--- src/rtl/fcsl_pkg.sv ---
// fcsl_pkg: shared types, reset values and helper functions for the flight command limiter
// no dependencies; imported by every rtl module of the block except fcsl_checker
package fcsl_pkg;

    localparam logic [14:0] MAX_SPEED_RST = 15'd2560;
    localparam logic [14:0] MAX_TURN_RST  = 15'd4096;
    localparam logic [14:0] MAX_TILT_RST  = 15'd2145;
    localparam logic [23:0] CEILING_RST   = 24'd30720;
    localparam logic [23:0] FLOOR_RST     = 24'd0;

    // x / 10 as (x * 52429) >> 19, exact for x up to 2^15
    localparam logic [16:0] DIV10_MUL   = 17'd52429;
    localparam int          DIV10_SHIFT = 19;

    localparam int SQRT_STAGES = 16;
    localparam int DIV_STAGES  = 15;

    typedef enum logic [2:0] {
        CFG_MAX_SPEED = 3'd0,
        CFG_MAX_TURN  = 3'd1,
        CFG_MAX_TILT  = 3'd2,
        CFG_CEILING   = 3'd3,
        CFG_FLOOR     = 3'd4,
        CFG_ESTOP     = 3'd5
    } cfg_idx_t;

    localparam int VIO_ESTOP   = 0;
    localparam int VIO_SPEED   = 1;
    localparam int VIO_YAW     = 2;
    localparam int VIO_ROLL    = 3;
    localparam int VIO_PITCH   = 4;
    localparam int VIO_CEILING = 5;
    localparam int VIO_FLOOR   = 6;

    typedef struct packed {
        logic signed [15:0] vx;
        logic signed [15:0] vy;
        logic signed [15:0] vz;
        logic signed [15:0] yaw;
        logic signed [15:0] roll;
        logic signed [15:0] pitch;
        logic signed [23:0] alt;
    } cmd_t;

    typedef struct packed {
        cmd_t        cmd;
        logic [31:0] sum;
    } sum_t;

    typedef struct packed {
        cmd_t        cmd;
        logic [15:0] mag;
    } mag_t;

    typedef struct packed {
        cmd_t        cmd;
        logic        ov;
        logic [14:0] qx;
        logic [14:0] qy;
        logic [14:0] qz;
    } scl_t;

    typedef struct packed {
        logic signed [15:0] vx;
        logic signed [15:0] vy;
        logic signed [15:0] vz;
        logic signed [15:0] yaw;
        logic signed [15:0] roll;
        logic signed [15:0] pitch;
        logic [6:0]         mask;
        logic               safe;
    } res_t;

    typedef struct packed {
        logic [14:0]        max_speed;
        logic [14:0]        max_turn;
        logic [14:0]        max_tilt;
        logic signed [23:0] ceiling;
        logic signed [23:0] floor_lim;
        logic               estop;
    } cfg_t;

    function automatic logic [16:0] abs17(input logic [15:0] v);
        logic [16:0] e;
        begin
            e = {v[15], v};
            abs17 = v[15] ? (~e + 17'd1) : e;
        end
    endfunction

    function automatic logic exceeds(input logic [15:0] x, input logic [14:0] lim);
        logic signed [16:0] xe;
        logic signed [16:0] le;
        begin
            xe = $signed({x[15], x});
            le = $signed({2'b00, lim});
            exceeds = (xe > le) || (xe < -le);
        end
    endfunction

    function automatic logic [15:0] clamp_to(input logic [15:0] x, input logic [14:0] lim);
        begin
            clamp_to = x[15] ? (~{1'b0, lim} + 16'd1) : {1'b0, lim};
        end
    endfunction

endpackage

--- src/rtl/fcsl_front.sv ---
// fcsl_front: input register, per-axis squares and the squared speed sum (3 stages)
// depends on fcsl_pkg
module fcsl_front
    import fcsl_pkg::*;
(
    input  logic clk,
    input  logic rst_n,
    input  logic in_valid,
    output logic in_ready,
    input  cmd_t in_cmd,
    output logic out_valid,
    input  logic out_ready,
    output sum_t out_data
);

    logic        v0_reg, v1_reg, v2_reg;
    cmd_t        c0_reg, c1_reg, c2_reg;
    logic [30:0] sqx_reg, sqy_reg, sqz_reg;
    logic [31:0] sum_reg;
    logic        adv0, adv1, adv2;
    logic signed [31:0] px, py, pz;

    assign adv2 = ~v2_reg | out_ready;
    assign adv1 = ~v1_reg | adv2;
    assign adv0 = ~v0_reg | adv1;
    assign in_ready = adv0;

    always_comb
    begin
        px = c0_reg.vx * c0_reg.vx;
        py = c0_reg.vy * c0_reg.vy;
        pz = c0_reg.vz * c0_reg.vz;
    end

    always_ff @(posedge clk or negedge rst_n)
    begin
        if (!rst_n)
        begin
            v0_reg <= 1'b0;
            v1_reg <= 1'b0;
            v2_reg <= 1'b0;
        end
        else
        begin
            if (adv0) v0_reg <= in_valid;
            if (adv1) v1_reg <= v0_reg;
            if (adv2) v2_reg <= v1_reg;
        end
    end

    always_ff @(posedge clk)
    begin
        if (adv0) c0_reg <= in_cmd;
        if (adv1)
        begin
            c1_reg  <= c0_reg;
            sqx_reg <= px[30:0];
            sqy_reg <= py[30:0];
            sqz_reg <= pz[30:0];
        end
        if (adv2)
        begin
            c2_reg  <= c1_reg;
            sum_reg <= {1'b0, sqx_reg} + {1'b0, sqy_reg} + {1'b0, sqz_reg};
        end
    end

    assign out_valid    = v2_reg;
    assign out_data.cmd = c2_reg;
    assign out_data.sum = sum_reg;

endmodule

--- config.mk ---
export PLATFORM = sky130hd
export DESIGN_NAME = fcsl_front
export DESIGN_NICKNAME = d
export VERILOG_FILES = /design/src/rtl/fcsl_pkg.sv /design/src/rtl/fcsl_front.sv
export SDC_FILE = /design/constraint.sdc
export NUM_CORES = 2
export LEC_CHECK = 0
export ABC_AREA = 1
export BUFFER_PORTS_ARGS = -buffer_cell sky130_fd_sc_hd__buf_4
export CAP_MARGIN = 20
export CORE_ASPECT_RATIO = 0.7
export CORE_UTILIZATION = 63
export DETAILED_ROUTE_END_ITERATION = 16
export PLACE_DENSITY = 0.82
export SKIP_LAST_GASP = 1
export SYNTH_ARGS = -nofsm -noshare
export SYNTH_HDL_FRONTEND = slang
export SYNTH_SLANG_ARGS = --single-unit
export TNS_END_PERCENT = 50
--- constraint.sdc ---
create_clock -name clk -period 10.05 [get_ports clk]
set_input_delay 0 -clock clk [delete_from_list [all_inputs] [get_ports clk]]
set_output_delay 0 -clock clk [all_outputs]
set_load 0.005 [all_outputs]
---- Word level (Yosys, flattened, before mapping) ----
Cells that the tools add are included.
storage, ports and cells
  input bits .............................. 124
  RAM bits ................................ 0
  word-level logic and storage cells ...... 39
  latch bits .............................. 0
  memories ................................ 0
  output and inout bits ................... 154
  memory bits (read-only) ................. 0
  flip-flop bits (word level) ............. 488
operators by class
  add/subtract/negate cells ............... 2
  shift operators ......................... 0
  bitwise logic cells ..................... 6
  reduce and logical (&&, ||, !) cells .... 0
  divide/modulo/power cells ............... 0
  order comparisons ....................... 0
  equal/unequal tests ..................... 0
  multipliers ............................. 3
  muxes and demuxes ....................... 0
operators by type and width
  operator        count
  $mul 16x16->31  3
  $add 31x31->32  1
  $add 32x31->32  1
  $not 1->1       3
  $or 1x1->1      3

---- Longest topological paths before layout ----
  depth in word-level cells ............... 4
  gate-level depth with buffers ........... 28
  mapped depth without buffers ............ 26

---- Worst setup path before layout ----
No wires, ideal clock.
  path kind ............................... flip-flop to flip-flop
  start point ............................. register v2_reg, in the netlist out_valid
  end point ............................... register c1_reg[0] (netlist bit), enable pin
  data arrival time ....................... 7.978 ns
  stages on the path, launching flop included .. 4
  path slack .............................. 1.515 ns
  cell sequence ........................... dfrtp_1 nand2_1 nor2_1 inv_1
between the ends
  longest elaborated chain between the ends .. 3
ends and longest elaborated chain
  item                    line              source
  start, declared         fcsl_front.sv:16  logic v0_reg, v1_reg, v2_reg;
  start signal, assigned  fcsl_front.sv:47  if (adv2) v2_reg <= v1_reg;
  $not 1->1               fcsl_front.sv:23  assign adv2 = ~v2_reg | out_ready;
  $or 1x1->1              fcsl_front.sv:23
  via adv2                fcsl_front.sv:20  logic adv0, adv1, adv2;
  $or 1x1->1              fcsl_front.sv:24  assign adv1 = ~v1_reg | adv2;
  via adv1                fcsl_front.sv:20
  end signal, assigned    fcsl_front.sv:56  c1_reg <= c0_reg;
  end, declared           fcsl_front.sv:17  cmd_t c0_reg, c1_reg, c2_reg;
The timed path passes the listed nets, and every way through them passes these cells.
A chain may end at the register's enable or synchronous reset.

---- Final worst setup path ----
  start point ............................. register c0_reg[103] (netlist bit)
  end point ............................... register sqy_reg[29], data pin
between the ends
  longest elaborated chain between the ends .. 1
ends and longest elaborated chain
  item                    line              source
  start, declared         fcsl_front.sv:17
  start signal, assigned  fcsl_front.sv:53  if (adv0) c0_reg <= in_cmd;
  $mul 16x16->31          fcsl_front.sv:31  py = c0_reg.vy * c0_reg.vy;
  via py[29]              fcsl_front.sv:21  logic signed [31:0] px, py, pz;
  end signal, assigned    fcsl_front.sv:58  sqy_reg <= py[30:0];
  end, declared           fcsl_front.sv:18  logic [30:0] sqx_reg, sqy_reg, sqz_reg;
The timed path passes the listed nets, and every way through them passes these cells.

==> run metrics <==
Gates resized, CTS repair 0; worst min-delay path class input pin to flip-flop; top-area cell type share of the netlist area 0.315; DR WL met2 47300 µm; Clock Sinks between 400 and 500; Unique masters post-synth 38; P&R area growth vs syn 12.8%; pin count of the biggest net entering global routing just under 80; Bufs on Longest Clock Path 3; Die Ht 227 µm; DRT iter0 DRCs ~2400; Seq/Total Area, Yosys 0.316; worst skew pair latency 0.62 ns; Final Hold Fails 0; Final Cycle Share 0.652; I/O pin count between 200 and 300; crit path DAT approximately 6.9 ns; max-slew violations 0; critical path startpoint category flip-flop; max-cap viol count 0; status finished, final reports clean; Die X between 300 and 400 µm; DR vias around 31000; WS Path Type flip-flop to flip-flop; Num CTS Buffers 48; Initial Utilization 0.638; met1 WL 49000 µm; number of synthesized flops with an enable pin about 480; most frequent cells in the layout inv_1, nand2_1, fa_1; final setup fails 0; Root Buffer Master clkbuf_16; Min Clock Period, post-route about 6.6 ns; setup TNS 0 ns; maximum fanout along the worst path 24; vias in the first global route between 30000 and 40000; area leader, netlist fa_1; RSZ-0062 raised after global routing no; mapped cell area ~46000 µm²; Main synth FF type edfxtp_1; Post-synth ARST share 0.00622; DRT Wirelength ~110000 µm; yosys warns 0; Max transition margin 0.283; Area contributors post-synth fa_1, edfxtp_1, inv_1; H-tree levels 2; Clock Skew around 0.025 ns; CTS tree built; router iterations before antenna repair 5; reg2reg path depth 20; die area roughly 74000 µm²; vias per cell 5.20; leading cell type in the layout, fill and taps excluded inv_1; detailed-route wire length per cell approximately 18 µm; core area just over 70000 µm²; met3 wire len about 9600 µm; required time worst endpoint approximately 10 ns; Gate Count Post-Synth 4645; hold depth 2; Syn Area/Cell between 9 and 10 µm²; GRT Util Overall 0.307; Worst Max-Slew Pin Slew 1.08 ns; GPL Wtd Cong 0.953; fmax approximately 150 MHz; antenna violations before repair 1; flops & latches, synth between 400 and 500; crit end category flip-flop; number of port buffers between 200 and 300; final net count 6150; DRC 0; Post-DRT Antenna Nets 0; layout cell share with drive strength beyond 1 0.0870; GRT overflow 0; DR top layer met4; row cnt ~80; clock transition at the registers of the reported paths about 0.08 ns; HPWL after DPL 85100 µm; first-pass GRT wire length approximately 170000 µm
[cells in the mapped netlist, types with 2 or more instances]
master and count:
buf_1 5, o21bai_1 17, edfxtp_1 479, nand4_1 44
a31o_2 5, inv_1 1348, nor2_4 6, a21o_1 4
xnor2_1 11, nor2_1 155, nor3_1 24, clkbuf_1 88
nand2_2 15, fa_1 719, and2_1 5, buf_2 2
nand3b_1 5, a21oi_1 118, o21ai_1 3, dfrtp_1 3
nand2_1 977, nor2_2 16, clkinv_1 2, or2_2 7
inv_2 8, o21ai_0 54, nand3_1 131, ha_1 288
nand3_2 7, xor2_1 87, nor3_2 5
[what timing repair did]
action                     4_1_cts  5_1_grt
setup endpoints to repair        0        0
hold buffers                   123        0
hold endpoints to repair       124        0
buffers inserted                 0        0
[layout make-up]
cell class                 instances  area [µm²]
inverter                        1358        5100
multi-input combinational       2712       25800
timing repair buffer             417        3440
clock inverter                    31         289
clock buffer                      56        1250
fill                            5181       20100
sequential                       482       14500
tap                              966        1210
antenna                            1        2.50
[cells by family (layout without fill, tap and decap cells)]
family	after synthesis	after routing	share of synthesized area
buffers and inverters	1453	1862	0.119
and+or+nand+nor	1398	1398	0.127
adders and majority gates	1007	1007	0.394
DFF	482	482	0.316
AOI/OAI and AO/OA	206	206	0.0245
xor gates and xnor gates	98	98	0.0188
other	1	4	0.0000821
[layer usage]
layer  vias up  global-route usage
li1      14597                   -
met2      1265               0.468
met4         0              0.0624
met1     15318               0.464
met3       118              0.0579
met5         -                   0
[per-stage QoR]
| step | utilization | hold WS, ns | instance area, µm² | setup WS, ns | cells |
|---|---|---|---|---|---|
| 2_1_floorplan | - | -0.296 | 45700 | 1.51 | 4647 |
| 3_3_place_gp | 0.681 | -0.204 | 48800 | 3.67 | 5812 |
| 3_5_place_dp | 0.681 | -0.200 | 48800 | 3.58 | 5812 |
| 4_1_cts | 0.720 | 0.0522 | 51600 | 3.56 | 6022 |
| 5_1_grt | 0.720 | 0.0805 | 51600 | 3.16 | 6023 |
| 6_report | 0.720 | 0.0873 | 51600 | 3.50 | 6023 |
[critical path, cell delays in order (launching register included)]
cell and delay, ns:
edfxtp_1 0.75, nand2_1 0.21, inv_1 0.12, fa_1 0.77
inv_1 0.11, fa_1 0.56, inv_1 0.30, fa_1 0.50
fa_1 0.50, fa_1 0.49, inv_1 0.05, fa_1 0.47
inv_1 0.04, ha_1 0.39, nand2_1 0.16, nor2_1 0.29
nand2_1 0.09, inv_1 0.10, nand3_1 0.18, nand4_1 0.14
nand2_1 0.07
[worst paths after layout]
kind / startpoint / to / slack [ns]
worst max-delay path: c0_reg[103] / sqy_reg[29] / 3.50
worst min-delay path: in_cmd[81] / c0_reg[81] / 0.09
worst max register to register: c0_reg[103] / sqy_reg[29] / 3.50
max in group asynchronous: rst_n / v0_reg / 9.50
min in group asynchronous: rst_n / v1_reg / 0.36
worst min register to register: c0_reg[50] / c1_reg[50] / 0.41
Power is not shown: default switching activity piles up to over one toggle a cycle in this logic, so the estimate is an artifact.
