==> src/rtl/fcsl_pkg.sv <==
// fcsl_pkg: shared types, reset values and helper functions for the flight command limiter
// no dependencies; imported by every rtl module of the block except fcsl_checker
package fcsl_pkg;

    localparam logic [14:0] MAX_SPEED_RST = 15'd2560;
    localparam logic [14:0] MAX_TURN_RST  = 15'd4096;
    localparam logic [14:0] MAX_TILT_RST  = 15'd2145;
    localparam logic [23:0] CEILING_RST   = 24'd30720;
    localparam logic [23:0] FLOOR_RST     = 24'd0;

    // x / 10 as (x * 52429) >> 19, exact for x up to 2^15
    localparam logic [16:0] DIV10_MUL   = 17'd52429;
    localparam int          DIV10_SHIFT = 19;

    localparam int SQRT_STAGES = 16;
    localparam int DIV_STAGES  = 15;

    typedef enum logic [2:0] {
        CFG_MAX_SPEED = 3'd0,
        CFG_MAX_TURN  = 3'd1,
        CFG_MAX_TILT  = 3'd2,
        CFG_CEILING   = 3'd3,
        CFG_FLOOR     = 3'd4,
        CFG_ESTOP     = 3'd5
    } cfg_idx_t;

    localparam int VIO_ESTOP   = 0;
    localparam int VIO_SPEED   = 1;
    localparam int VIO_YAW     = 2;
    localparam int VIO_ROLL    = 3;
    localparam int VIO_PITCH   = 4;
    localparam int VIO_CEILING = 5;
    localparam int VIO_FLOOR   = 6;

    typedef struct packed {
        logic signed [15:0] vx;
        logic signed [15:0] vy;
        logic signed [15:0] vz;
        logic signed [15:0] yaw;
        logic signed [15:0] roll;
        logic signed [15:0] pitch;
        logic signed [23:0] alt;
    } cmd_t;

    typedef struct packed {
        cmd_t        cmd;
        logic [31:0] sum;
    } sum_t;

    typedef struct packed {
        cmd_t        cmd;
        logic [15:0] mag;
    } mag_t;

    typedef struct packed {
        cmd_t        cmd;
        logic        ov;
        logic [14:0] qx;
        logic [14:0] qy;
        logic [14:0] qz;
    } scl_t;

    typedef struct packed {
        logic signed [15:0] vx;
        logic signed [15:0] vy;
        logic signed [15:0] vz;
        logic signed [15:0] yaw;
        logic signed [15:0] roll;
        logic signed [15:0] pitch;
        logic [6:0]         mask;
        logic               safe;
    } res_t;

    typedef struct packed {
        logic [14:0]        max_speed;
        logic [14:0]        max_turn;
        logic [14:0]        max_tilt;
        logic signed [23:0] ceiling;
        logic signed [23:0] floor_lim;
        logic               estop;
    } cfg_t;

    function automatic logic [16:0] abs17(input logic [15:0] v);
        logic [16:0] e;
        begin
            e = {v[15], v};
            abs17 = v[15] ? (~e + 17'd1) : e;
        end
    endfunction

    function automatic logic exceeds(input logic [15:0] x, input logic [14:0] lim);
        logic signed [16:0] xe;
        logic signed [16:0] le;
        begin
            xe = $signed({x[15], x});
            le = $signed({2'b00, lim});
            exceeds = (xe > le) || (xe < -le);
        end
    endfunction

    function automatic logic [15:0] clamp_to(input logic [15:0] x, input logic [14:0] lim);
        begin
            clamp_to = x[15] ? (~{1'b0, lim} + 16'd1) : {1'b0, lim};
        end
    endfunction

endpackage

==> src/rtl/fcsl_sqrt_pipe.sv <==
// fcsl_sqrt_pipe: pipelined integer square root, one result bit per stage
// depends on fcsl_pkg
module fcsl_sqrt_pipe
    import fcsl_pkg::*;
(
    input  logic clk,
    input  logic rst_n,
    input  logic in_valid,
    output logic in_ready,
    input  sum_t in_data,
    output logic out_valid,
    input  logic out_ready,
    output mag_t out_data
);

    logic [SQRT_STAGES-1:0] vld_reg;
    logic [SQRT_STAGES:0]   adv;
    cmd_t        cmd_reg  [SQRT_STAGES];
    logic [17:0] rem_reg  [SQRT_STAGES];
    logic [15:0] root_reg [SQRT_STAGES];
    logic [31:0] src_reg  [SQRT_STAGES];

    assign adv[SQRT_STAGES] = out_ready;
    assign in_ready = adv[0];

    genvar k;
    generate
        for (k = 0; k < SQRT_STAGES; k++)
        begin : g_stage
            logic        vin;
            cmd_t        cin;
            logic [17:0] rin;
            logic [15:0] qin;
            logic [31:0] sin;
            logic [19:0] t;
            logic [19:0] trial;
            logic [17:0] rem_next;
            logic [15:0] root_next;

            assign adv[k] = ~vld_reg[k] | adv[k+1];

            if (k == 0)
            begin : g_first
                assign vin = in_valid;
                assign cin = in_data.cmd;
                assign rin = '0;
                assign qin = '0;
                assign sin = in_data.sum;
            end
            else
            begin : g_rest
                assign vin = vld_reg[k-1];
                assign cin = cmd_reg[k-1];
                assign rin = rem_reg[k-1];
                assign qin = root_reg[k-1];
                assign sin = src_reg[k-1];
            end

            always_comb
            begin
                t     = {rin, sin[31:30]};
                trial = {2'b00, qin, 2'b01};
                if (t >= trial)
                begin
                    rem_next  = 18'(t - trial);
                    root_next = {qin[14:0], 1'b1};
                end
                else
                begin
                    rem_next  = t[17:0];
                    root_next = {qin[14:0], 1'b0};
                end
            end

            always_ff @(posedge clk or negedge rst_n)
            begin
                if (!rst_n)
                    vld_reg[k] <= 1'b0;
                else if (adv[k])
                    vld_reg[k] <= vin;
            end

            always_ff @(posedge clk)
            begin
                if (adv[k])
                begin
                    cmd_reg[k]  <= cin;
                    rem_reg[k]  <= rem_next;
                    root_reg[k] <= root_next;
                    src_reg[k]  <= {sin[29:0], 2'b00};
                end
            end
        end
    endgenerate

    assign out_valid    = vld_reg[SQRT_STAGES-1];
    assign out_data.cmd = cmd_reg[SQRT_STAGES-1];
    assign out_data.mag = root_reg[SQRT_STAGES-1];

endmodule

==> config.mk <==
export PLATFORM = sky130hd
export DESIGN_NAME = fcsl_sqrt_pipe
export DESIGN_NICKNAME = d
export VERILOG_FILES = /design/src/rtl/fcsl_pkg.sv /design/src/rtl/fcsl_sqrt_pipe.sv
export SDC_FILE = /design/constraint.sdc
export NUM_CORES = 2
export LEC_CHECK = 0
export ABC_AREA = 0
export CAP_MARGIN = 5
export CORE_MARGIN = 1
export CORE_UTILIZATION = 45
export DETAILED_ROUTE_END_ITERATION = 10
export DONT_BUFFER_PORTS = 1
export GPL_TIMING_DRIVEN = 0
export PLACE_DENSITY_LB_ADDON = 0.12
export SLEW_MARGIN = 25
export SYNTH_ARGS = -nofsm -noshare
export SYNTH_HDL_FRONTEND = slang
export SYNTH_SLANG_ARGS = --single-unit
==> constraint.sdc <==
create_clock -name clk -period 20.8 [get_ports clk]
set_clock_uncertainty 0.2 [all_clocks]
set_input_delay 1.04 -clock clk [delete_from_list [all_inputs] [get_ports clk]]
set_output_delay 1.04 -clock clk [all_outputs]
set_load 0.02 [all_outputs]
## Word level (Yosys, flattened, before mapping)

Memory sizes are Yosys's and may differ from the RTL's.
Cells that the tools add are included.
W data, S select, Z words.

- Bits in registers: 16
- Latch bits: 0
- Memory bits (writable): 2,944
- Bits in read-only memories: 0
- Bits of input ports: 156
- Output and inout bits: 138
- Word-level logic and storage cells: 148
- Memories: 4

- $add $sub $neg: 16
- Multiply operators: 0
- Divide/modulo/power cells: 0
- $lt $le $gt $ge: 16
- Eq/ne operators: 0
- Shift operators: 0
- Multiplexer cells: 64
- Bitwise operators: 32
- Reductions and logical operators: 0

Memory list:

| memory | depth | width | read ports | clocked after Yosys merged registers in | wr ports | line | RTL |
|---|---|---|---|---|---|---|---|
| cmd_reg | 16 | 120 | 16 | 0 | 16 | fcsl_sqrt_pipe.sv:18 | `cmd_t cmd_reg [SQRT_STAGES];` |
| src_reg | 16 | 30 | 15 | 0 | 16 | fcsl_sqrt_pipe.sv:21 | `logic [31:0] src_reg [SQRT_STAGES];` |
| rem_reg | 16 | 18 | 15 | 0 | 16 | fcsl_sqrt_pipe.sv:19 | `logic [17:0] rem_reg [SQRT_STAGES];` |
| root_reg | 16 | 16 | 16 | 0 | 16 | fcsl_sqrt_pipe.sv:20 | `logic [15:0] root_reg [SQRT_STAGES];` |

Operator list:

| cell | count |
|---|---|
| $ge A20 B18 Y1 | 15 |
| $mux W18 | 16 |
| $sub A18 B18 Y18 | 15 |
| $mux W1 | 48 |
| $not A1 Y1 | 16 |
| $or A1 B1 Y1 | 16 |
| $sub A2 B1 Y3 const B | 1 |
| $ge A2 B1 Y1 const B | 1 |

## Depth between registers and ports, before layout

- Depth in word-level cells: 19
- Mapped depth: 11
- Mapped depth without buffers: 9

## Worst setup path after synthesis

No wires, ideal clock.

- Path kind: input -> register
- Start point: input port out_ready
- End point: memory cmd_reg[0][240] (netlist bit) (enable)
- Library setup time: 1,796 ps
- Data arrival time: 14,689 ps
- Data required time: 18,804 ps
- Slack: 4,115 ps
- Stages on the path: 5
- Path buffers: 0
- Path through: and3b_1 -> nand4_1 -> or4_1 -> nor2_1 -> nand3_1

RTL lines:

| element | line | RTL |
|---|---|---|
| start, declared | fcsl_sqrt_pipe.sv:12 | `input logic out_ready,` |
| end, declared | fcsl_sqrt_pipe.sv:18 |  |

## Worst setup path after layout

- Start point: register vld_reg[15] (netlist: out_valid)
- End point: output port in_ready

- Longest elaborated chain between the ends: 17

RTL lines:

| element | line | RTL |
|---|---|---|
| start, declared | fcsl_sqrt_pipe.sv:16 | `logic [SQRT_STAGES-1:0] vld_reg;` |
| start signal, assigned by index | fcsl_sqrt_pipe.sv:80 | `vld_reg[k] <= vin;` |
| $not A1 Y1 | fcsl_sqrt_pipe.sv:40 | `assign adv[k] = ~vld_reg[k] \| adv[k+1];` |
| $or A1 B1 Y1 (5 in a row) | fcsl_sqrt_pipe.sv:40 |  |
| net adv[11] | fcsl_sqrt_pipe.sv:17 | `logic [SQRT_STAGES:0] adv;` |
| $or A1 B1 Y1 (6 in a row) | fcsl_sqrt_pipe.sv:40 |  |
| net adv[5] | fcsl_sqrt_pipe.sv:17 |  |
| $or A1 B1 Y1 (5 in a row) | fcsl_sqrt_pipe.sv:40 |  |
| end, declared | fcsl_sqrt_pipe.sv:9 | `output logic in_ready,` |

The timed path passes the listed nets, and every way through them passes these cells.

==> summary by stage <==
Setup path
Data on the critical path is required at its endpoint by 19.56 ns. The critical path contains buffers and inverters numbering 3 combined. The cell with the largest stage delay on the worst path is nor2_1.

STA classifies the critical path endpoint as an output pin. The cell type with the highest occurrence count on the critical path is buf_16. Broken down by cell family, the worst path's largest delay share belongs to simple AND/OR/NAND/NOR gates.

The arrival time of the worst setup path is 5.80 ns. The largest fanout of any net on the critical path is 42. STA classifies the critical path startpoint as a register. The biggest cell delay along the critical path is ~0.90 ns.

The type of the worst setup path is reg -> out. The slack of the worst reg-to-reg path is 15.12 ns. The critical path goes through and3b_1 > nand4_1 > buf_6 > or4_4 > nor2_1 > nand3_4 > buf_16 > buf_16.

Drt
The final layout contains routed wiring with a total length of about 140000 µm. The first detailed-routing pass took 5 iterations. The antenna violation net count after detailed routing is 0. Dividing the detail-routed wire length by the instance count gives around 19 µm.

After the first detailed-routing iteration, the DRC count stood at 1861. The routed layout has ~36000 vias. In the routed layout, each cell is associated on average with a via count of 4.817. For this run, design rule violations remaining after detail routing come to 0.

STA
The number of failing setup endpoints in the final timing report is 0. The total count of hold-check failures in the final report is 0. The worst hold slack across all endpoints is around 0.13 ns. Setup repair after global routing left no endpoint under its margin. Once routing completed, OpenROAD measured the worst setup slack at between 10 and 15 ns. The final max-slew violation count was 0. The time the worst path needs with I/O delays and setup is between 7 and 8 ns. The final critical path takes up between 30% and 40% of the cycle. The maximum operating frequency is roughly 140 MHz. The worst-margin pin slew is 1.037 ns. Headroom to the max-slew limit came out at 30.60%.

Global routing
The number of antenna violations at the first check in global routing is 8. Entering global routing, the biggest net connects 87 pins. The first global-routing pass estimated 219700 µm of wire. The number of global-route vias before repair is about 38000. Summed over all layers, the global routing overflow is 0. Global routing used roughly 15% of the available tracks.

Cells and area
The fraction of layout instances using a drive strength above 1 is between 10 and 15%. After the last flow step, the layout net total stands at between 5000 and 6000. Once layout is complete, the cells apart from fillers number 7567. Leaving out fill and tap cells, the most frequent cell in the layout is edfxtp_1. Cells fill a little over half of the core in the end. Once layout is done, the placed cells without fillers occupy roughly 0.10 mm². The layout overhead on the synthesized area is 16.89%. The register with the most flip-flops in the layout has between 1500 and 2000 of them. Leaving out fill and tap cells, the most frequent cells in the layout are edfxtp_1, clkbuf_16, inv_1. The number of fill cells is between 15000 and 20000.

Placement
Routability-driven placement finished with a final weighted congestion of about 0.86. The post-place instance area is 0.09334 mm². Timing analysis after detailed placement gives a worst setup slack of between 10 and 15 ns. The number of buffers inserted by port buffering is 0. The HPWL after detailed placement is approximately 92000 µm.

The count of placed standard cells including taps is about 6900.

Clock network
No sink is reached through more buffers than the 4 on the longest clock path. The clock insertion delay at the later pin of the skew report is 0.91 ns. The number of gates resized after CTS was 0. The number of hold-repair buffers added at the cts stage is 152. The clock net in this run drives a total of 2562 sinks. The number of buffers created by CTS is approximately 280. After clock tree synthesis, the clock-pin slew on the worst setup and hold paths is approximately 0.060 ns. The number of setup buffers added after CTS is 0. The H-tree was split into 5 levels.

The TritonCTS clock tree is done. The cell sitting at the root of the clock tree is a clkbuf_16.

Synthesis
The synthesized instance count is about 4200. In this run, synthesis produced a sequential element count of 2562. Yosys mapped a number of flops with a built-in enable equal to 2546. Sorting the synthesized cells by area gives the leading types as edfxtp_1, ha_1, buf_4, xnor2_1, inv_1. In this run the mean area of a mapped cell was between 20 and 25 µm².

The count of unique library cells instantiated by Yosys is 93. The largest total area in the synthesized netlist belongs to edfxtp_1. In this run the cell area of the synthesized design comes to around 0.09 mm². The fraction of synthesized cell area taken by the top area cell type is between 80% and 90%. The most instantiated flip-flop cell in the synthesis netlist is edfxtp_1. The fraction of synthesis flops using an asynchronous set or reset pin is less than 1%. The total number of yosys warnings is 0. The sequential area share after synthesis is between 80 and 90%. The number of nets handed over by synthesis was around 4600.

Pwr
The analysis attributes to cell leakage a power of 38.31 nW. Dividing total power by cell area gives a power density of 124.6 mW/mm². The maximum resistive drop on vdd is 0.07554 mV.

Outcome
The run finished with clean final reports.

Hold path
The tightest min-delay check is of the in -> reg type.

Die
The floorplan die width is roughly 450 µm. The die area is a little under 0.2 mm². The height of the die is 445.3 µm.

The number of I/O pins is between 200 and 300. The floorplan step defined a core boundary enclosing around 0.2 mm². The initial utilization of the core area, before any placement, comes to between 40% and 50%.

The number of placement rows is ~160.

Flow run
The max-cap violation count is 0.
[worst reg2reg max path, cell delays in order (launching register included)]
cell and delay [ns]:
dfrtp_1 0.52, and3b_1 0.50, nand4_1 0.58, buf_6 0.38
or4_4 0.85, nor2_1 0.90, nand2_4 0.57, buf_16 0.40
buf_12 0.22, buf_12 0.25
[Yosys cell counts, drive strengths merged, types with 13 or more instances]
master     n
nand4     25
nand2b    36
nor3      58
mux2      49
nand3     53
or3       30
xor2      75
o31ai     18
nor2b     19
ha       153
edfxtp  2546
inv      193
a21o      22
nand2    103
xnor2     98
o211ai    15
o21ai     89
buf      138
nor2     126
nor4      27
o21a      43
a21oi    109
nand4b    13
a211oi    18
dfrtp     16
[area by class of cell]
class	instances	area (µm²)	area share, %
antenna	3	7.507	0.007262
buffer	147	1056	1.022
clock buffer	356	7546	7.299
clock inverter	117	964.7	0.9332
inverter	194	758.2	0.7335
multi-input combinational	1341	9889	9.566
sequential	2562	76850	74.34
tap	2624	3283	3.176
timing repair buffer	223	3019	2.920
[report_power, final]
part           internal [W]  total [W]  switching [W]
sequential          0.00679    0.00711       0.000321
clock               0.00274    0.00459        0.00185
combinational      0.000485    0.00119       0.000702
[path summary, 6_finish.rpt]
check / start / to / cells after the start
worst min register to register: src_reg[0][206]$_DFFE_PP_ / src_reg[0][238]$_DFFE_PP_ / 0
worst max register to register: out_valid$_DFFE_PN0P_ / cmd_reg[0][468]$_DFFE_PP_ / 9
worst max-delay path: out_valid$_DFFE_PN0P_ / in_ready / 8
max in group asynchronous: rst_n / g_stage[15].vin$_DFFE_PN0P_ / 1
min in group asynchronous: rst_n / g_stage[2].vin$_DFFE_PN0P_ / 1
worst min-delay path: in_data[31] / root_reg[0][0]$_DFFE_PP_ / 1
[per-layer routing]
| metal | share of wire (%) | global-route usage [%] | vias up |
|---|---|---|---|
| li1 | - | - | 17430 |
| met1 | 40 | 16.97 | 17970 |
| met2 | 53 | 26.03 | 722 |
| met3 | 3.9 | 3.032 | 318 |
| met4 | 3.6 | 6.311 | 2 |
| met5 | 0.0070 | 0 | - |
[kinds of logic (layout without fill, tap and decap cells)]
kind of cell | after synthesis | count (layout) | synth area share, %
xor gates and xnor gates | 173 | 173 | 1.713
other | 1 | 4 | 0.004240
muxes | 57 | 57 | 0.7442
buffers and inverters | 341 | 1037 | 2.017
adders and majority gates | 153 | 153 | 2.165
AOI/OAI and AO/OA | 400 | 400 | 3.062
DFF | 2562 | 2562 | 86.90
and+or+nand+nor | 557 | 557 | 3.394
[metrics by stage]
stage | setup TNS, ns | total power [W]
finish | 0 | 0.01288
global placement | -5861.07 | 0.008433
CTS | 0 | 0.01309
global route | 0 | 0.01346
floorplan | 0 | 0.007993
detailed placement | 0 | 0.008407
No activity file was read; power rests on OpenSTA's default activity.
