`config.mk`:
```
export PLATFORM = sky130hd
export DESIGN_NAME = fcsl_limit_stage
export DESIGN_NICKNAME = d
export VERILOG_FILES = /design/src/rtl/fcsl_pkg.sv /design/src/rtl/fcsl_limit_stage.sv
export SDC_FILE = /design/constraint.sdc
export NUM_CORES = 1
export LEC_CHECK = 0
export BUFFER_PORTS_ARGS = -buffer_cell sky130_fd_sc_hd__clkbuf_2
export CAP_MARGIN = 20
export CELL_PAD_IN_SITES_DETAIL_PLACEMENT = 2
export CELL_PAD_IN_SITES_GLOBAL_PLACEMENT = 2
export CORE_ASPECT_RATIO = 0.8
export CORE_MARGIN = 2
export CORE_UTILIZATION = 40
export DETAILED_ROUTE_END_ITERATION = 8
export PLACE_DENSITY = 0.87
export SYNTH_ARGS = -nofsm -noshare
export SYNTH_HDL_FRONTEND = slang
export SYNTH_SLANG_ARGS = --single-unit
```
`constraint.sdc`:
```
create_clock -name clk -period 15.3 [get_ports clk]
set_input_delay 0.765 -clock clk [delete_from_list [all_inputs] [get_ports clk]]
set_output_delay 0.765 -clock clk [all_outputs]
set_load 0.01 [all_outputs]
```
`src/rtl/fcsl_pkg.sv`:
```
// fcsl_pkg: shared types, reset values and helper functions for the flight command limiter
// no dependencies; imported by every rtl module of the block except fcsl_checker
package fcsl_pkg;

    localparam logic [14:0] MAX_SPEED_RST = 15'd2560;
    localparam logic [14:0] MAX_TURN_RST  = 15'd4096;
    localparam logic [14:0] MAX_TILT_RST  = 15'd2145;
    localparam logic [23:0] CEILING_RST   = 24'd30720;
    localparam logic [23:0] FLOOR_RST     = 24'd0;

    // x / 10 as (x * 52429) >> 19, exact for x up to 2^15
    localparam logic [16:0] DIV10_MUL   = 17'd52429;
    localparam int          DIV10_SHIFT = 19;

    localparam int SQRT_STAGES = 16;
    localparam int DIV_STAGES  = 15;

    typedef enum logic [2:0] {
        CFG_MAX_SPEED = 3'd0,
        CFG_MAX_TURN  = 3'd1,
        CFG_MAX_TILT  = 3'd2,
        CFG_CEILING   = 3'd3,
        CFG_FLOOR     = 3'd4,
        CFG_ESTOP     = 3'd5
    } cfg_idx_t;

    localparam int VIO_ESTOP   = 0;
    localparam int VIO_SPEED   = 1;
    localparam int VIO_YAW     = 2;
    localparam int VIO_ROLL    = 3;
    localparam int VIO_PITCH   = 4;
    localparam int VIO_CEILING = 5;
    localparam int VIO_FLOOR   = 6;

    typedef struct packed {
        logic signed [15:0] vx;
        logic signed [15:0] vy;
        logic signed [15:0] vz;
        logic signed [15:0] yaw;
        logic signed [15:0] roll;
        logic signed [15:0] pitch;
        logic signed [23:0] alt;
    } cmd_t;

    typedef struct packed {
        cmd_t        cmd;
        logic [31:0] sum;
    } sum_t;

    typedef struct packed {
        cmd_t        cmd;
        logic [15:0] mag;
    } mag_t;

    typedef struct packed {
        cmd_t        cmd;
        logic        ov;
        logic [14:0] qx;
        logic [14:0] qy;
        logic [14:0] qz;
    } scl_t;

    typedef struct packed {
        logic signed [15:0] vx;
        logic signed [15:0] vy;
        logic signed [15:0] vz;
        logic signed [15:0] yaw;
        logic signed [15:0] roll;
        logic signed [15:0] pitch;
        logic [6:0]         mask;
        logic               safe;
    } res_t;

    typedef struct packed {
        logic [14:0]        max_speed;
        logic [14:0]        max_turn;
        logic [14:0]        max_tilt;
        logic signed [23:0] ceiling;
        logic signed [23:0] floor_lim;
        logic               estop;
    } cfg_t;

    function automatic logic [16:0] abs17(input logic [15:0] v);
        logic [16:0] e;
        begin
            e = {v[15], v};
            abs17 = v[15] ? (~e + 17'd1) : e;
        end
    endfunction

    function automatic logic exceeds(input logic [15:0] x, input logic [14:0] lim);
        logic signed [16:0] xe;
        logic signed [16:0] le;
        begin
            xe = $signed({x[15], x});
            le = $signed({2'b00, lim});
            exceeds = (xe > le) || (xe < -le);
        end
    endfunction

    function automatic logic [15:0] clamp_to(input logic [15:0] x, input logic [14:0] lim);
        begin
            clamp_to = x[15] ? (~{1'b0, lim} + 16'd1) : {1'b0, lim};
        end
    endfunction

endpackage

```
`src/rtl/fcsl_limit_stage.sv`:
```
// fcsl_limit_stage: applies scaling, altitude prediction, clamps and emergency stop (2 stages)
// depends on fcsl_pkg; the second register is the block's output register
module fcsl_limit_stage
    import fcsl_pkg::*;
(
    input  logic clk,
    input  logic rst_n,
    input  cfg_t cfg,
    input  logic in_valid,
    output logic in_ready,
    input  scl_t in_data,
    output logic out_valid,
    input  logic out_ready,
    output res_t out_data
);

    logic        va_reg, vb_reg;
    logic        adva, advb;
    cmd_t        ca_reg;
    logic        ova_reg;
    logic signed [15:0] sx_reg, sy_reg, sz_reg;
    logic [11:0] q10_reg;
    res_t        res_reg;

    logic signed [15:0] sx, sy, sz;
    logic [33:0] p10;

    logic signed [24:0] d10, pred;
    logic               ceil_hit, floor_hit;
    logic signed [15:0] vz_f;
    res_t               res_next;

    assign advb     = ~vb_reg | out_ready;
    assign adva     = ~va_reg | advb;
    assign in_ready = adva;

    function automatic logic [15:0] apply_scale(input logic ov, input logic [15:0] v,
                                                input logic [14:0] q);
        begin
            if (!ov)
                apply_scale = v;
            else if (v[15])
                apply_scale = ~{1'b0, q} + 16'd1;
            else
                apply_scale = {1'b0, q};
        end
    endfunction

    always_comb
    begin
        sx  = apply_scale(in_data.ov, in_data.cmd.vx, in_data.qx);
        sy  = apply_scale(in_data.ov, in_data.cmd.vy, in_data.qy);
        sz  = apply_scale(in_data.ov, in_data.cmd.vz, in_data.qz);
        p10 = abs17(sz) * DIV10_MUL;
    end

    always_comb
    begin
        d10 = sz_reg[15] ? -$signed({13'd0, q10_reg}) : $signed({13'd0, q10_reg});
        pred = $signed({ca_reg.alt[23], ca_reg.alt}) + d10;
        ceil_hit  = pred > $signed({cfg.ceiling[23], cfg.ceiling});
        floor_hit = pred < $signed({cfg.floor_lim[23], cfg.floor_lim});
        vz_f = sz_reg;
        if (ceil_hit && vz_f > 16'sd0)
            vz_f = '0;
        if (floor_hit && vz_f < 16'sd0)
            vz_f = '0;

        res_next.mask = '0;
        if (cfg.estop)
        begin
            res_next.vx    = '0;
            res_next.vy    = '0;
            res_next.vz    = '0;
            res_next.yaw   = '0;
            res_next.roll  = ca_reg.roll;
            res_next.pitch = ca_reg.pitch;
            res_next.mask[VIO_ESTOP] = 1'b1;
        end
        else
        begin
            res_next.vx = sx_reg;
            res_next.vy = sy_reg;
            res_next.vz = vz_f;
            res_next.mask[VIO_SPEED]   = ova_reg;
            res_next.mask[VIO_YAW]     = exceeds(ca_reg.yaw, cfg.max_turn);
            res_next.mask[VIO_ROLL]    = exceeds(ca_reg.roll, cfg.max_tilt);
            res_next.mask[VIO_PITCH]   = exceeds(ca_reg.pitch, cfg.max_tilt);
            res_next.mask[VIO_CEILING] = ceil_hit;
            res_next.mask[VIO_FLOOR]   = floor_hit;
            res_next.yaw   = res_next.mask[VIO_YAW]
                           ? clamp_to(ca_reg.yaw, cfg.max_turn) : ca_reg.yaw;
            res_next.roll  = res_next.mask[VIO_ROLL]
                           ? clamp_to(ca_reg.roll, cfg.max_tilt) : ca_reg.roll;
            res_next.pitch = res_next.mask[VIO_PITCH]
                           ? clamp_to(ca_reg.pitch, cfg.max_tilt) : ca_reg.pitch;
        end
        res_next.safe = ~|res_next.mask;
    end

    always_ff @(posedge clk or negedge rst_n)
    begin
        if (!rst_n)
        begin
            va_reg <= 1'b0;
            vb_reg <= 1'b0;
        end
        else
        begin
            if (adva) va_reg <= in_valid;
            if (advb) vb_reg <= va_reg;
        end
    end

    always_ff @(posedge clk)
    begin
        if (adva)
        begin
            ca_reg  <= in_data.cmd;
            ova_reg <= in_data.ov;
            sx_reg  <= sx;
            sy_reg  <= sy;
            sz_reg  <= sz;
            q10_reg <= p10[DIV10_SHIFT+11:DIV10_SHIFT];
        end
        if (advb)
            res_reg <= res_next;
    end

    assign out_valid = vb_reg;
    assign out_data  = res_reg;

endmodule

```
Yosys cells after proc, flatten, opt, wreduce, memory -nomap -nowiden
Index checks and enable logic that the tools add are counted.
W data, S select, Z words.
{"block": "totals", "reg_bits": 239, "input_bits": 264, "out_inout_bits": 106, "word_cells": 76}
{"block": "op_classes", "addsub": 10, "multipliers": 1, "order_cmp": 10, "muxes": 18, "n_bitwise": 10, "n_reduce_logical": 8}
{"operator": "$mux W16", "count": 13}
{"operator": "$add A16 B1 Y16 const B", "count": 5}
{"operator": "$not A15 Y16", "count": 5}
{"operator": "$lt A16 B17 Y1", "count": 3}
{"operator": "$gt A16 B16 Y1", "count": 3}
{"operator": "$neg A15 Y17", "count": 2}
{"operator": "$mux W32", "count": 1}
{"operator": "$mul A17 B16 Y31 const B", "count": 1}
{"operator": "$add A24 B25 Y25", "count": 1}
{"operator": "$gt A25 B24 Y1", "count": 1}
{"operator": "$lt A25 B24 Y1", "count": 1}
{"operator": "$mux W25", "count": 1}
{"operator": "$neg A12 Y25", "count": 1}
{"operator": "$add A17 B1 Y17 const B", "count": 1}
{"operator": "$mux W17", "count": 1}
{"operator": "$not A17 Y17", "count": 1}
{"operator": "$gt A16 B1 Y1 const B", "count": 1}
{"operator": "$lt A16 B1 Y1 const B", "count": 1}
{"operator": "$reduce_or A7 Y1", "count": 1}
{"operator": "$mux W6", "count": 1}
{"operator": "$logic_or A1 B1 Y1", "count": 3}
{"operator": "$logic_and A1 B1 Y1", "count": 2}
{"operator": "$not A1 Y1", "count": 2}
{"operator": "$or A1 B1 Y1", "count": 2}
{"operator": "other kinds (3)", "count": 3}

Logic depth before layout (Yosys ltp)
{"block": "logic_depth", "depth_word": 9, "mapped_depth": 31, "ltp_nobuf": 31}

Worst setup path before layout
No wires, ideal clock.
{"block": "synth_timing", "path_kind": "input -> register", "start": "input port in_data[9] in the netlist's numbering", "end": "register q10_reg[6] (data pin)", "setup_time_ns": 0.258, "arrival_ns": 7.572, "required_time_ns": 15.042, "setup_slack_ns": 7.470, "stages": 28, "n_path_buf": 0, "cell_sequence": "or4_1 or3_1 or2_1 o41ai_4 inv_2 nand2_1 xnor2_1 inv_1 xnor2_1 ha_1 inv_1 fa_1 inv_1 fa_1 fa_1 inv_1 fa_1 inv_1 ha_1 a21o_1 a21o_1 a21o_1 a21o_1 a211oi_1 o41ai_2 a211o_1 a31oi_1 xnor2_1"}
{"block": "synth_via", "elab_chain_len": 8}
{"item": "from (decl)", "line_no": "fcsl_limit_stage.sv:11", "text": "input scl_t in_data,"}
{"item": "$not A15 Y16 *", "line_no": "fcsl_limit_stage.sv:43", "text": "apply_scale = ~{1'b0, q} + 16'd1;"}
{"item": "$add A16 B1 Y16 *", "line_no": "fcsl_limit_stage.sv:43"}
{"item": "$mux W16 *", "line_no": "fcsl_limit_stage.sv:42", "text": "else if (v[15])"}
{"item": "$mux W16 *", "line_no": "fcsl_limit_stage.sv:40", "text": "if (!ov)"}
{"item": "net sz[15]", "line_no": "fcsl_limit_stage.sv:25", "text": "logic signed [15:0] sx, sy, sz;"}
{"item": "$not A17 Y17", "line_no": "fcsl_pkg.sv:87", "text": "abs17 = v[15] ? (~e + 17'd1) : e;"}
{"item": "$add A17 B1 Y17", "line_no": "fcsl_pkg.sv:87"}
{"item": "$mux W17 *", "line_no": "fcsl_pkg.sv:87"}
{"item": "$mul A17 B16 Y31 *", "line_no": "fcsl_limit_stage.sv:54", "text": "p10 = abs17(sz) * DIV10_MUL;"}
{"item": "net p10[25]", "line_no": "fcsl_limit_stage.sv:26", "text": "logic [33:0] p10;"}
{"item": "to (signal assigned)", "line_no": "fcsl_limit_stage.sv:124", "text": "q10_reg <= p10[DIV10_SHIFT+11:DIV10_SHIFT];"}
{"item": "to (decl)", "line_no": "fcsl_limit_stage.sv:22", "text": "logic [11:0] q10_reg;"}
Mark *: on every way through the listed nets, which the timed path passes. The rest lies on a longest branch.
A chain may end at the register's enable or synchronous reset.

Worst setup path in the final report
{"block": "layout_timing", "start": "input port in_data[45] in the netlist's numbering", "end": "register q10_reg[6] (data pin)"}
{"block": "layout_via", "elab_chain_len": 5}
{"item": "$mux W16 *", "line_no": "fcsl_limit_stage.sv:40"}
{"item": "$not A17 Y17", "line_no": "fcsl_pkg.sv:87"}
{"item": "$add A17 B1 Y17", "line_no": "fcsl_pkg.sv:87"}
{"item": "$mux W17 *", "line_no": "fcsl_pkg.sv:87"}
{"item": "$mul A17 B16 Y31 *", "line_no": "fcsl_limit_stage.sv:54"}
{"item": "net p10[25]", "line_no": "fcsl_limit_stage.sv:26"}
Marks and branches as above.

==> reports/metrics.cfg <==
[die]
rows = 74
die-area_sq_um = 53100
initial_core_util = 0.403
fp.dieW_microns = 257
coreArea_sq_um = 50800
design.portCount = 370
die_h_microns = 207

[sta]
worst_pin_slew_ns = 1.02
fin_crit_ns = 9.00
rsz0062_at_grt = no
finalSetupViolCount = 0
timing.final.crit_share = 0.588
slew-limit-headroom = 0.300
hold_violations = 0
holdWs_ns = 0.365
max_freq_mhz = 111
drv_slew = 0
skew_ns = 0.0210
tns_ns = 0

[synth]
yosysWarnings = 0
synthCells = 1954
synthDominantCellAreaShare = 0.347
synth_cell_type_count = 83
yosys.area.top_type = edfxtp_1
synth-edff-count = 237
yosys-top-cells-area = edfxtp_1 (35%), ha_1 (18%), fa_1 (7.8%)
async_flop_share = 0.00837
synth_flop_cell = edfxtp_1
ys_ff_latch = 239
syn_area_sq_um = 20500
ys_seq_area_frac = 0.350
syn_area_per_cell_sq_um = 10.5

[placement]
place_hpwl_mm = 61.3
postPlaceCellArea_sq_um = 23100
io_buffers = 354
routabilityCongestion = 0.916

[detailed_routing]
drtIter0Drc = 806
wl_per_cell_microns = 25.0
wl_mm = 75.6
antenna_left = 0
drc_errors = 0
routed_via_density = 5.46
firstDrtPassIters = 5
vias = 16500

[clock_tree]
cts_max_level = 1
hold_buffers = 1
clk_latency_ns = 0.57
cts_made_buffers = 28
clockBufferDepth = 3
root_buffer = clkbuf_16
cts_setup_buffers = 0
clkSlewWorstSetupHoldPaths_ns = 0.07
cts.sinks = 239
cts_tree = done
cts_resized = 0

[final_layout]
n_fill_cell = 5362
layout-drive-gt1-share = 0.208
fin_util = 0.473
nNetsFinal = 2951
finish.instance_area_sq_um = 24100
area_growth_pct = 17.3
largest_reg_flops = 104

[pwr]
pwr_density_cell_nw_per_um2 = 242
peakVddDrop_mv = 0.313
p_leak_nw = 11.4

[critical_path]
required_ns = 15.61
start_kind = input pin
critPathMaxStageDelay_ns = 0.65
crit_type = input pin to flop
cp-startpoint = in_data[45]
crit_arrival_ns = 9.31
r2r-start = q10_reg[0]
end_kind = flop
slowest_stage = buf_4
crit_fanout = 58
path_common_cell = inv_1

[grt]
grt_pass1_vias = 19300
grt_usage = 0.281
grt_overflow = 0
grt_max_degree = 136
grt_antenna_before_repair = 14
grt_pass1_wl_mm = 114

[min_path]
hold_class = input pin to flop
min_from = in_data[108]

[flow_run]
drv_cap = 0

[outcome]
status = finished, final reports clean

## final cells by class
type / count / area (sq um) / share of cell area
diodes: 7 / 17.5 / 0.000728
clock inverters: 16 / 181 / 0.00754
inverters: 277 / 1040 / 0.0432
clock buffers: 36 / 752 / 0.0313
repair buffers: 366 / 1880 / 0.0782
flip-flops and latches: 239 / 7170 / 0.298
multi-input cells: 1398 / 12200 / 0.505
well taps: 684 / 856 / 0.0356
## Yosys cell counts (18+ instances only)
master,number
or3_1,24
fa_1,80
inv_1,272
clkbuf_1,36
nand4_1,24
nor2_1,103
nand3_1,25
edfxtp_1,237
a21oi_1,100
xnor2_1,128
mux2_2,44
xor2_1,57
o21a_1,20
a21o_1,45
o21ai_0,59
nand2_1,108
nand2b_1,18
nor2b_1,58
ha_1,297
## critical path, delay by kind of cell
| kind | cells | cell delay [ns] |
|---|---|---|
| AND/OR/NAND/NOR | 4 | 0.89 |
| XOR/XNOR | 3 | 0.96 |
| buffers and inverters | 8 | 1.71 |
| AO/OA/AOI/OAI | 9 | 2.26 |
| adder cells (fa/ha/maj) | 6 | 2.63 |
## report_power, final
part / total, mW / internal [mW] / switching (mW)
logic: 4.13 / 1.67 / 2.46
clock network: 0.704 / 0.413 / 0.291
registers: 0.996 / 0.937 / 0.0598
## placed cells by master, fill, tap and decap left out, types with 9 or more instances in the layout
cell         n
clkbuf_2   352
ha_1       297
inv_1      272
edfxtp_1   237
xnor2_1    128
nand2_1    108
nor2_1     103
a21oi_1    100
fa_1        80
o21ai_0     59
nor2b_1     58
xor2_1      57
a21o_1      45
mux2_2      44
clkbuf_16   29
nand3_1     25
or3_1       24
nand4_1     24
o21a_1      20
nand2b_1    17
a211oi_1    15
nor4b_1     15
o31ai_1     14
nor3_1      12
nor4_1      12
or4_1       10
mux2i_1     10
a31oi_1     10
buf_4        9
## path summary, 6_finish.rpt
path,endpoint,slack [ns],depth (start not counted)
min,ca_reg[62],0.36,1
max reg2reg,out_data[59],7.64,25
min reg2reg,out_valid,0.50,1
max,q10_reg[6],6.30,30
max in group asynchronous,va_reg,14.65,2
min in group asynchronous,out_valid,0.54,2
## through the flow
step / power (mW) / std cells / setup WS [ns]
floorplan: 3.75 / 1958 / 7.47
global placement: 4.63 / 2962 / 6.07
detailed placement: 5.09 / 2962 / 5.69
CTS: 5.88 / 3015 / 6.26
global route: 6.34 / 3019 / 5.73
finish: 5.83 / 3023 / 6.30
## logic make-up (layout without fill, tap and decap cells)
kind of cell | after synthesis | after routing | synth area share
adder cells (fa/ha/maj) | 377 | 377 | 0.259
XOR/XNOR | 191 | 191 | 0.0849
other | 2 | 13 | 0.000366
AND/OR/NAND/NOR | 450 | 450 | 0.116
buffers and inverters | 321 | 695 | 0.0590
multiplexers | 55 | 55 | 0.0297
flip-flops | 239 | 239 | 0.350
AO/OA/AOI/OAI | 319 | 319 | 0.102
## per-layer routing
layer	vias to the layer above	global-route usage	wire length, microns
met5	-	0	92
met4	14	0.117	3420
met3	162	0.0547	3620
met2	429	0.506	38000
met1	8340	0.328	30400
li1	7566	-	-
Power figures use the tool's default switching activity.
